<file path="config.mk">
export PLATFORM = sky130hd
export DESIGN_NAME = epoch_seconds_to_calendar
export DESIGN_NICKNAME = d
export VERILOG_FILES = /design/src/rtl/core/esc_pkg.sv /design/src/rtl/core/esc_date.sv /design/src/rtl/core/epoch_seconds_to_calendar.sv
export VERILOG_INCLUDE_DIRS = /design/src /design/src/rtl/core
export SDC_FILE = /design/constraint.sdc
export NUM_CORES = 2
export LEC_CHECK = 0
export CAP_MARGIN = 20
export CORE_ASPECT_RATIO = 1.1
export CORE_MARGIN = 8
export CORE_UTILIZATION = 40
export CTS_CLUSTER_DIAMETER = 120
export DETAILED_ROUTE_END_ITERATION = 10
export DONT_BUFFER_PORTS = 1
export GPL_ROUTABILITY_DRIVEN = 0
export SLEW_MARGIN = 30
export SYNTH_ARGS = -nofsm -noshare
export SYNTH_HDL_FRONTEND = slang
export SYNTH_HIERARCHICAL = 1
export SYNTH_SLANG_ARGS = --single-unit
</file>
<file path="constraint.sdc">
create_clock -name clk -period 7.36 [get_ports clk]
set_input_delay 0.368 -clock clk [delete_from_list [all_inputs] [get_ports clk]]
set_output_delay 0.368 -clock clk [all_outputs]
set_load 0.05 [all_outputs]
</file>
<file path="src/rtl/core/epoch_seconds_to_calendar_macros.svh">
// Assertion macros for the calendar converter top level
`ifndef EPOCH_SECONDS_TO_CALENDAR_MACROS_SVH
`define EPOCH_SECONDS_TO_CALENDAR_MACROS_SVH

// Condition must hold at every clock edge outside reset
`define ESC_ASSERT_ALWAYS(lbl, clk, rst_n, cond, msg) \
  lbl: assert property (@(posedge clk) disable iff (!rst_n) (cond)) \
    else $error(msg);

// Consequent must hold in the same cycle as the antecedent
`define ESC_ASSERT_IMPLIES(lbl, clk, rst_n, ante, cons, msg) \
  lbl: assert property (@(posedge clk) disable iff (!rst_n) (ante) |-> (cons)) \
    else $error(msg);

`endif

</file>
<file path="src/rtl/core/esc_pkg.sv">
// Types, constants and tables of the epoch seconds to calendar converter
package esc_pkg;

  // Time zone register reset: three hours east of UTC
  localparam logic [16:0] ZONE_RESET = 17'd10800;

  // Seconds per day and its reciprocal estimate (quotient exact or one low)
  localparam logic [16:0] DAY_SECS  = 17'd86400;
  localparam logic [31:0] DAY_MUL   = 32'((64'd1 << 48) / 64'd86400);
  localparam int          DAY_SHIFT = 48;

  // Exact reciprocals: M = ceil(2^k / d) with k = input bits + ceil(log2 d)
  localparam logic [17:0] TOD_MUL  = 18'((2**23 + 59) / 60);    // 17-bit tod / 60
  localparam logic [11:0] MT_MUL   = 12'((2**17 + 59) / 60);    // 11-bit minutes / 60
  localparam logic [18:0] Q4Y_MUL  = 19'((2**29 + 1459) / 1460); // 18-bit / 1460
  localparam logic [18:0] YEAR_MUL = 19'((2**27 + 364) / 365);  // 18-bit / 365
  localparam logic [11:0] MON_MUL  = 12'((2**19 + 152) / 153);  // 11-bit / 153
  localparam logic [16:0] WEEK_MUL = 17'((2**19 + 6) / 7);      // 16-bit / 7

  // Day count relative to 1600-03-01, start of a 400-year cycle
  localparam logic [17:0] ERA_DAYS   = 18'd146097;
  localparam logic [17:0] EPOCH_BIAS = 18'd135080;
  localparam logic [15:0] ERA_SPLIT  = 16'(146097 - 135080);
  localparam logic [17:0] CENT_DAYS  = 18'd36524;
  localparam logic [11:0] BASE_YEAR  = 12'd1600;
  localparam logic [11:0] ERA_YEARS  = 12'd400;

  // 1970-01-01 was a Thursday; Monday is zero
  localparam logic [15:0] WEEK_BIAS = 16'd3;

  // Pipeline depths
  localparam int SPLIT_LAT = 4;
  localparam int TOD_LAT   = 3;
  localparam int DATE_LAT  = 8;
  localparam int HMS_DLY   = DATE_LAT - TOD_LAT;
  localparam int PIPE_LAT  = SPLIT_LAT + DATE_LAT;

  typedef struct packed {
    logic [5:0] second;
    logic [5:0] minute;
    logic [4:0] hour;
  } hms_t;

  typedef struct packed {
    logic [2:0]  weekday;
    logic [4:0]  day;
    logic [3:0]  month;
    logic [11:0] year;
  } date_t;

  // Days in the March-based year before month index mp (0 is March)
  function automatic logic [8:0] days_before(input logic [3:0] mp);
    logic [8:0] d;
    case (mp)
      4'd0:    d = 9'd0;
      4'd1:    d = 9'd31;
      4'd2:    d = 9'd61;
      4'd3:    d = 9'd92;
      4'd4:    d = 9'd122;
      4'd5:    d = 9'd153;
      4'd6:    d = 9'd184;
      4'd7:    d = 9'd214;
      4'd8:    d = 9'd245;
      4'd9:    d = 9'd275;
      4'd10:   d = 9'd306;
      4'd11:   d = 9'd337;
      default: d = 9'd0;
    endcase
    return d;
  endfunction

endpackage

</file>
<file path="src/rtl/core/esc_date.sv">
// Pipelined civil date and weekday from a day count since 1970-01-01
module esc_date (
  input  logic           clk,
  input  logic           rst_n,
  input  logic           in_valid,
  input  logic [15:0]    in_days,
  output logic           out_valid,
  output esc_pkg::date_t out_date
);

  logic [esc_pkg::DATE_LAT-1:0] v_r;

  // stage 1
  logic        d1_era_r;
  logic [17:0] d1_doe_r;
  logic [15:0] d1_w_r;
  logic        era_nxt;
  logic [17:0] doe_nxt;

  // stage 2
  logic [17:0] d2_doe_r;
  logic        d2_era_r;
  logic [6:0]  d2_q4y_r;
  logic [2:0]  d2_cent_r;
  logic        d2_last_r;
  logic [15:0] d2_w_r;
  logic [12:0] d2_wq_r;
  logic [36:0] q4y_prod;
  logic [32:0] wk_prod;
  logic [2:0]  cent_nxt;

  // stage 3
  logic [17:0] d3_num_r;
  logic [17:0] d3_doe_r;
  logic        d3_era_r;
  logic [2:0]  d3_wd_r;
  logic [17:0] num_nxt;
  logic [15:0] wd_full;

  // stage 4
  logic [8:0]  d4_yoe_r;
  logic [17:0] d4_doe_r;
  logic        d4_era_r;
  logic [2:0]  d4_wd_r;
  logic [36:0] yr_prod;

  // stage 5
  logic [17:0] d5_t_r;
  logic [17:0] d5_doe_r;
  logic [8:0]  d5_yoe_r;
  logic        d5_era_r;
  logic [2:0]  d5_wd_r;
  logic [1:0]  c100;
  logic [17:0] t_nxt;

  // stage 6
  logic [8:0]  d6_doy_r;
  logic [8:0]  d6_yoe_r;
  logic        d6_era_r;
  logic [2:0]  d6_wd_r;
  logic [17:0] doy_full;

  // stage 7
  logic [3:0]  d7_mp_r;
  logic [8:0]  d7_doy_r;
  logic [8:0]  d7_yoe_r;
  logic        d7_era_r;
  logic [2:0]  d7_wd_r;
  logic [10:0] mon_num;
  logic [22:0] mon_prod;

  // stage 8
  esc_pkg::date_t date_r;
  esc_pkg::date_t date_nxt;
  logic [8:0]     day_full;
  logic           jan_feb;

  always_ff @(posedge clk) begin
    if (!rst_n) begin
      v_r <= '0;
    end else begin
      v_r <= {v_r[esc_pkg::DATE_LAT-2:0], in_valid};
    end
  end

  // Fold the epoch into a 400-year cycle starting 1600-03-01
  always_comb begin
    era_nxt = (in_days >= esc_pkg::ERA_SPLIT);
    if (era_nxt) begin
      doe_nxt = {2'd0, in_days - esc_pkg::ERA_SPLIT};
    end else begin
      doe_nxt = {2'd0, in_days} + esc_pkg::EPOCH_BIAS;
    end
  end

  assign q4y_prod = {19'd0, d1_doe_r} * {18'd0, esc_pkg::Q4Y_MUL};
  assign wk_prod  = {17'd0, d1_w_r} * {16'd0, esc_pkg::WEEK_MUL};
  assign cent_nxt = 3'(d1_doe_r >= esc_pkg::CENT_DAYS)
                  + 3'(d1_doe_r >= 18'(2 * 36524))
                  + 3'(d1_doe_r >= 18'(3 * 36524))
                  + 3'(d1_doe_r >= esc_pkg::ERA_DAYS - 18'd1);

  // Remove leap days so a plain divide by 365 gives the year of the cycle
  assign num_nxt = d2_doe_r - {11'd0, d2_q4y_r} + {15'd0, d2_cent_r}
                 - {17'd0, d2_last_r};
  assign wd_full = d2_w_r - ({3'd0, d2_wq_r} * 16'd7);

  assign yr_prod = {19'd0, d3_num_r} * {18'd0, esc_pkg::YEAR_MUL};

  assign c100  = 2'(d4_yoe_r >= 9'd100) + 2'(d4_yoe_r >= 9'd200)
               + 2'(d4_yoe_r >= 9'd300);
  assign t_nxt = ({9'd0, d4_yoe_r} * 18'd365) + {11'd0, d4_yoe_r[8:2]}
               - {16'd0, c100};

  assign doy_full = d5_doe_r - d5_t_r;

  assign mon_num  = ({2'd0, d6_doy_r} * 11'd5) + 11'd2;
  assign mon_prod = {12'd0, mon_num} * {11'd0, esc_pkg::MON_MUL};

  always_comb begin
    jan_feb          = (d7_mp_r >= 4'd10);
    day_full         = d7_doy_r - esc_pkg::days_before(d7_mp_r) + 9'd1;
    date_nxt.weekday = d7_wd_r;
    date_nxt.day     = day_full[4:0];
    date_nxt.month   = jan_feb ? (d7_mp_r - 4'd9) : (d7_mp_r + 4'd3);
    date_nxt.year    = esc_pkg::BASE_YEAR + {3'd0, d7_yoe_r}
                     + (d7_era_r ? esc_pkg::ERA_YEARS : 12'd0)
                     + {11'd0, jan_feb};
  end

  always_ff @(posedge clk) begin
    d1_era_r  <= era_nxt;
    d1_doe_r  <= doe_nxt;
    d1_w_r    <= in_days + esc_pkg::WEEK_BIAS;

    d2_doe_r  <= d1_doe_r;
    d2_era_r  <= d1_era_r;
    d2_q4y_r  <= q4y_prod[35:29];
    d2_cent_r <= cent_nxt;
    d2_last_r <= (d1_doe_r == esc_pkg::ERA_DAYS - 18'd1);
    d2_w_r    <= d1_w_r;
    d2_wq_r   <= wk_prod[31:19];

    d3_num_r  <= num_nxt;
    d3_doe_r  <= d2_doe_r;
    d3_era_r  <= d2_era_r;
    d3_wd_r   <= wd_full[2:0];

    d4_yoe_r  <= yr_prod[35:27];
    d4_doe_r  <= d3_doe_r;
    d4_era_r  <= d3_era_r;
    d4_wd_r   <= d3_wd_r;

    d5_t_r    <= t_nxt;
    d5_doe_r  <= d4_doe_r;
    d5_yoe_r  <= d4_yoe_r;
    d5_era_r  <= d4_era_r;
    d5_wd_r   <= d4_wd_r;

    d6_doy_r  <= doy_full[8:0];
    d6_yoe_r  <= d5_yoe_r;
    d6_era_r  <= d5_era_r;
    d6_wd_r   <= d5_wd_r;

    d7_mp_r   <= mon_prod[22:19];
    d7_doy_r  <= d6_doy_r;
    d7_yoe_r  <= d6_yoe_r;
    d7_era_r  <= d6_era_r;
    d7_wd_r   <= d6_wd_r;

    date_r    <= date_nxt;
  end

  assign out_valid = v_r[esc_pkg::DATE_LAT-1];
  assign out_date  = date_r;

endmodule

</file>
<file path="src/rtl/core/epoch_seconds_to_calendar.sv">
// Top level: UTC seconds to local calendar date and time of day
//
//  channel  handshake         payload
//  in       start / busy      in_utc_seconds
//  out      out_strobe        out_second .. out_year
//  cfg      cfg_we            cfg_wdata (zone offset, signed seconds)
//
// One transaction enters per cycle; each result passes through the day split
// (4 stages) and then the date path (8 stages).
// Synchronous reset clears the valid bits and loads the zone offset with
// three hours; busy is high only while reset is held.
// The receiver cannot stall, so the pipeline advances every cycle.
module epoch_seconds_to_calendar (
  input  logic               clk,
  input  logic               rst_n,
  input  logic               start,
  output logic               busy,
  input  logic [31:0]        in_utc_seconds,
  input  logic               cfg_we,
  input  logic signed [16:0] cfg_wdata,
  output logic               out_strobe,
  output logic [5:0]         out_second,
  output logic [5:0]         out_minute,
  output logic [4:0]         out_hour,
  output logic [2:0]         out_weekday,
  output logic [4:0]         out_day,
  output logic [3:0]         out_month,
  output logic [11:0]        out_year
);

  logic [16:0] zone_r;
  logic        v1_r, v2_r, v3_r, v4_r;

  logic [31:0] local_r, local2_r, local3_r;
  logic [31:0] local_nxt;
  logic [63:0] day_prod;
  logic [15:0] qest_r, qest3_r;
  logic [31:0] qm_r;
  logic [31:0] qm_nxt;
  logic [31:0] rem_full;
  logic [17:0] rem;
  logic        day_fix;
  logic [15:0] days_r, days_nxt;
  logic [16:0] tod_r, tod_nxt;

  logic [34:0] mt_prod;
  logic [10:0] mt_r, mt6_r;
  logic [16:0] tod5_r;
  logic [16:0] sec_full;
  logic [22:0] hour_prod;
  logic [5:0]  sec_r;
  logic [4:0]  hour_r;
  logic [10:0] min_full;
  esc_pkg::hms_t hms_r, hms_nxt;
  esc_pkg::hms_t hms_dly_r [esc_pkg::HMS_DLY];

  logic           date_valid;
  esc_pkg::date_t date;

  assign busy = !rst_n;

  always_ff @(posedge clk) begin
    if (!rst_n) begin
      zone_r <= esc_pkg::ZONE_RESET;
      v1_r   <= 1'b0;
      v2_r   <= 1'b0;
      v3_r   <= 1'b0;
      v4_r   <= 1'b0;
    end else begin
      if (cfg_we) begin
        zone_r <= cfg_wdata;
      end
      v1_r <= start && !busy;
      v2_r <= v1_r;
      v3_r <= v2_r;
      v4_r <= v3_r;
    end
  end

  // Local count wraps modulo 2^32
  assign local_nxt = in_utc_seconds + {{15{zone_r[16]}}, zone_r};

  // Quotient estimate by reciprocal; it is exact or one low
  assign day_prod = {32'd0, local_r} * {32'd0, esc_pkg::DAY_MUL};
  assign qm_nxt   = {16'd0, qest_r} * {15'd0, esc_pkg::DAY_SECS};

  always_comb begin
    rem_full = local3_r - qm_r;
    rem      = rem_full[17:0];
    day_fix  = (rem >= {1'b0, esc_pkg::DAY_SECS});
    if (day_fix) begin
      days_nxt = qest3_r + 16'd1;
      tod_nxt  = 17'(rem - {1'b0, esc_pkg::DAY_SECS});
    end else begin
      days_nxt = qest3_r;
      tod_nxt  = rem[16:0];
    end
  end

  // Time of day: minutes of day, then split into h:m:s
  assign mt_prod   = {18'd0, tod_r} * {17'd0, esc_pkg::TOD_MUL};
  assign sec_full  = tod5_r - ({6'd0, mt_r} * 17'd60);
  assign hour_prod = {12'd0, mt_r} * {11'd0, esc_pkg::MT_MUL};
  assign min_full  = mt6_r - ({6'd0, hour_r} * 11'd60);

  always_comb begin
    hms_nxt.second = sec_r;
    hms_nxt.minute = min_full[5:0];
    hms_nxt.hour   = hour_r;
  end

  always_ff @(posedge clk) begin
    local_r  <= local_nxt;
    qest_r   <= day_prod[esc_pkg::DAY_SHIFT+15:esc_pkg::DAY_SHIFT];
    local2_r <= local_r;
    qm_r     <= qm_nxt;
    qest3_r  <= qest_r;
    local3_r <= local2_r;
    days_r   <= days_nxt;
    tod_r    <= tod_nxt;

    mt_r     <= mt_prod[33:23];
    tod5_r   <= tod_r;
    sec_r    <= sec_full[5:0];
    hour_r   <= hour_prod[21:17];
    mt6_r    <= mt_r;
    hms_r    <= hms_nxt;

    // Hold time of day until the date path catches up
    hms_dly_r[0] <= hms_r;
    for (int i = 1; i < esc_pkg::HMS_DLY; i++) begin
      hms_dly_r[i] <= hms_dly_r[i-1];
    end
  end

  esc_date u_date (
    .clk       (clk),
    .rst_n     (rst_n),
    .in_valid  (v4_r),
    .in_days   (days_r),
    .out_valid (date_valid),
    .out_date  (date)
  );

  assign out_strobe  = date_valid;
  assign out_second  = hms_dly_r[esc_pkg::HMS_DLY-1].second;
  assign out_minute  = hms_dly_r[esc_pkg::HMS_DLY-1].minute;
  assign out_hour    = hms_dly_r[esc_pkg::HMS_DLY-1].hour;
  assign out_weekday = date.weekday;
  assign out_day     = date.day;
  assign out_month   = date.month;
  assign out_year    = date.year;

`include "epoch_seconds_to_calendar_macros.svh"

  `ESC_ASSERT_IMPLIES(a_result_latency, clk, rst_n, out_strobe, $past(start && !busy, esc_pkg::PIPE_LAT), "result without a transaction at the pipeline depth")
  `ESC_ASSERT_IMPLIES(a_time_range, clk, rst_n, out_strobe, (out_second < 6'd60) && (out_minute < 6'd60) && (out_hour < 5'd24), "time of day out of range")
  `ESC_ASSERT_IMPLIES(a_date_range, clk, rst_n, out_strobe, (out_weekday < 3'd7) && (out_day != 5'd0) && (out_month != 4'd0) && (out_month < 4'd13), "date field out of range")

endmodule
</file>
==> results.json <==
{
  "run_status": "finished, final reports clean",
  "diodes": 0,
  "drtPass1Iterations": 5,
  "hold-worst-slack_ns": 0.04993,
  "drtAntennaViolNets": 0,
  "cp.arrival_ns": 7.55,
  "end_kind": "flop",
  "async_reset_ff_share_pct": 0,
  "synth-edff-count": 0,
  "clk_pin_slew_ns": 0.06,
  "synthAdderAreaFrac_pct": 53.95,
  "row_count": 138,
  "ys_seq_area_share_pct": 20.76,
  "syn_to_final_growth_pct": 10.24,
  "wire_per_inst_um": 15.60,
  "synthCells": 4871,
  "synth_most_common_cell": "ha_1",
  "yosys.area_share.simple_pct": 4.369,
  "grt_pass1_wl_um": 174600,
  "grt_pass1_vias": 34740,
  "crit_path_frequent_cell": "buf_4",
  "yosysUniqueCellTypes": 87,
  "hold_depth": 2,
  "dp.cells": 6589,
  "fmax_mhz": 142.2,
  "synth_top_family_by_area": "adder cells",
  "final_layout_size_suffix_gt1_share_pct": 5.089,
  "numCtsBuffers": 66,
  "portBuffers": 0,
  "layout.nets": 6926,
  "avgSynthCellArea_sq_um": 10.61,
  "drt-initial-drc-count": 983,
  "worst_slack_ns": 0.3258,
  "stdcell_count": 6750,
  "vias": 32310,
  "root_buffer": "clkbuf_16",
  "cp_max_fo": 8,
  "routed_wl_um": 105300,
  "finalHoldViolCount": 0,
  "hold_class": "input pin to flop",
  "cp-start-kind": "flop",
  "overflow": 0,
  "cts_buffer_depth": 3,
  "tightest_slew_ns": 0.9848,
  "crit_path_top_delay_cell": "fa_1",
  "remaining_drc_errors": 0,
  "synth.top_cells.by_count": "1232 x ha_1, 1175 x inv_1, 623 x fa_1",
  "initial_core_util_pct": 40.24,
  "vias_per_cell": 4.787,
  "die_h_um": 393.0,
  "cts_tree": "built",
  "worst_ep_required_time_ns": 7.88,
  "synth_xor_area_share_pct": 4.294,
  "fin_crit_sh_pct": 95.57,
  "dp_hpwl_um": 89430,
  "syn-num-nets": 6779,
  "die_w_um": 358.8,
  "groute.usage.overall_pct": 15.36,
  "ys_seq_elements": 536,
  "antenna_found_initial": 0,
  "clock_latency_ns": 0.63,
  "synth_top_area_share_pct": 29.82,
  "ys.flop_type": "dfxtp_1",
  "setup_viol": 0,
  "drv_cap": 0,
  "ff2ff_path_depth": 31,
  "die_area_sq_mm": 0.1410,
  "slew_headroom_pct": 34.26,
  "period_needed_ns": 7.034,
  "grt_max_degree": 18,
  "synth_area_sq_mm": 0.05169,
  "synth_compound_area_share_pct": 7.094,
  "crit_type": "flop to flop",
  "synth_top_area_cell": "ha_1",
  "yosys_warnings": 6,
  "preCtsSetupSlack_ns": -0.1458,
  "cts-htree-levels": 3,
  "ys_top_cells_by_area": "ha_1 30%, fa_1 24%, dfxtp_1 21%, inv_1 8.5%, xnor2_1 3.1%",
  "synth.area.mux_share_pct": 0.5567,
  "fin_worst_skew_ns": 0.02317,
  "io_pins": 96,
  "cpPeakStageDelay_ns": 0.55,
  "drv_slew": 0,
  "cts.sinks": 536,
  "core_area_sq_mm": 0.1285
}
==> timing repair <==
action / 4_1_cts / 5_1_grt
gates cloned: 0 / 0
buffers inserted: 1 / 2
hold buffers: 38 / 0
endpoints found under the hold margin: 32 / 0
resized for setup: 2 / 21
pin swaps: 3 / 13
endpoints found under the setup margin: 5 / 6
==> worst paths after layout <==
| path | startpoint | endpoint | slack (ns) |
|---|---|---|---|
| setup / recovery | u_date/d6_doy_r[0]$_DFF_P_ | flop | 0.33 |
| hold / removal | in_utc_seconds[26] | local_r[26]$_DFF_P_ | 0.05 |
| setup reg to reg | u_date/d6_doy_r[0]$_DFF_P_ | flop | 0.33 |
| hold reg to reg | hms_dly_r[0][29]$_DFF_P_ | hms_dly_r[0][46]$_DFF_P_ | 0.31 |
==> cells in the final DEF (no fill, tap or decap), types with 39 or more instances in the layout <==
| master | instances |
|---|---|
| fa_1 | 621 |
| buf_4 | 78 |
| ha_1 | 1227 |
| inv_1 | 1175 |
| nor2_1 | 120 |
| xor2_1 | 64 |
| a21oi_1 | 143 |
| xnor2_1 | 181 |
| clkbuf_16 | 68 |
| a21o_1 | 78 |
| o21ai_0 | 82 |
| nand3_1 | 51 |
| dfxtp_1 | 530 |
| nand2_1 | 97 |
| nor3_1 | 39 |
==> critical path: cells and delay by family (launching register included) <==
| kind | cells | cell delay, ns |
|---|---|---|
| flops | 1 | 0.36 |
| compound gates | 13 | 2.05 |
| buf+inv | 6 | 0.67 |
| simple gates | 2 | 0.31 |
| xor+xnor | 2 | 0.52 |
| fa+ha+maj | 8 | 3.00 |
==> metal layers <==
layer,vias up,wire length (um),track usage (%)
li1,15970,-,-
met1,15760,43530,17.44
met2,417,55270,29.38
met3,166,3187,2.012
met4,0,3276,5.112
met5,-,0,0
==> state kept, by name (all words and copies together) (netlist names), 10 cells and up, named ones only <==
name and count:
u_date/d2_doe_r 18, hms_r 17, u_date/out_date 24, local_r 32
hms_dly_r 85, tod_r 17, local2_r 18, qest3_r 16
local3_r 18, u_date/d1_doe_r 18, u_date/d3_num_r 18, zone_r 17
days_r 16, qest_r 16, u_date/d1_w_r 16, qm_r 10
mt_r 11
==> layout make-up <==
type                       count  area (sq um)
fill                       12140         71480
multi-input combinational   3123         36390
inverter                    1175          4410
sequential                   536         10740
clock inverter                35         555.5
clock buffer                  85          1826
timing repair buffer         116         965.9
tap                         1680          2102
==> metrics by stage <==
step | setup TNS (ns) | util [%] | area [sq um]
2_1_floorplan | 0 | - | 51690
3_3_place_gp | 0 | 42.14 | 54130
3_5_place_dp | -0.4800 | 42.14 | 54130
4_1_cts | 0 | 44.29 | 56900
5_1_grt | -0.1656 | 44.36 | 56990
6_report | 0 | 44.36 | 56990
==> cells by family (layout without fill, tap and decap cells) <==
group	after synthesis	in the layout
adders and majority gates	1855	1855
muxes	28	28
buffers and inverters	1212	1411
other	1	1
and+or+nand+nor	456	456
DFF	536	536
AOI/OAI and AO/OA	533	533
xor gates and xnor gates	250	250
Power is not shown: default switching activity piles up to over one toggle a cycle in this logic, so the estimate is an artifact.
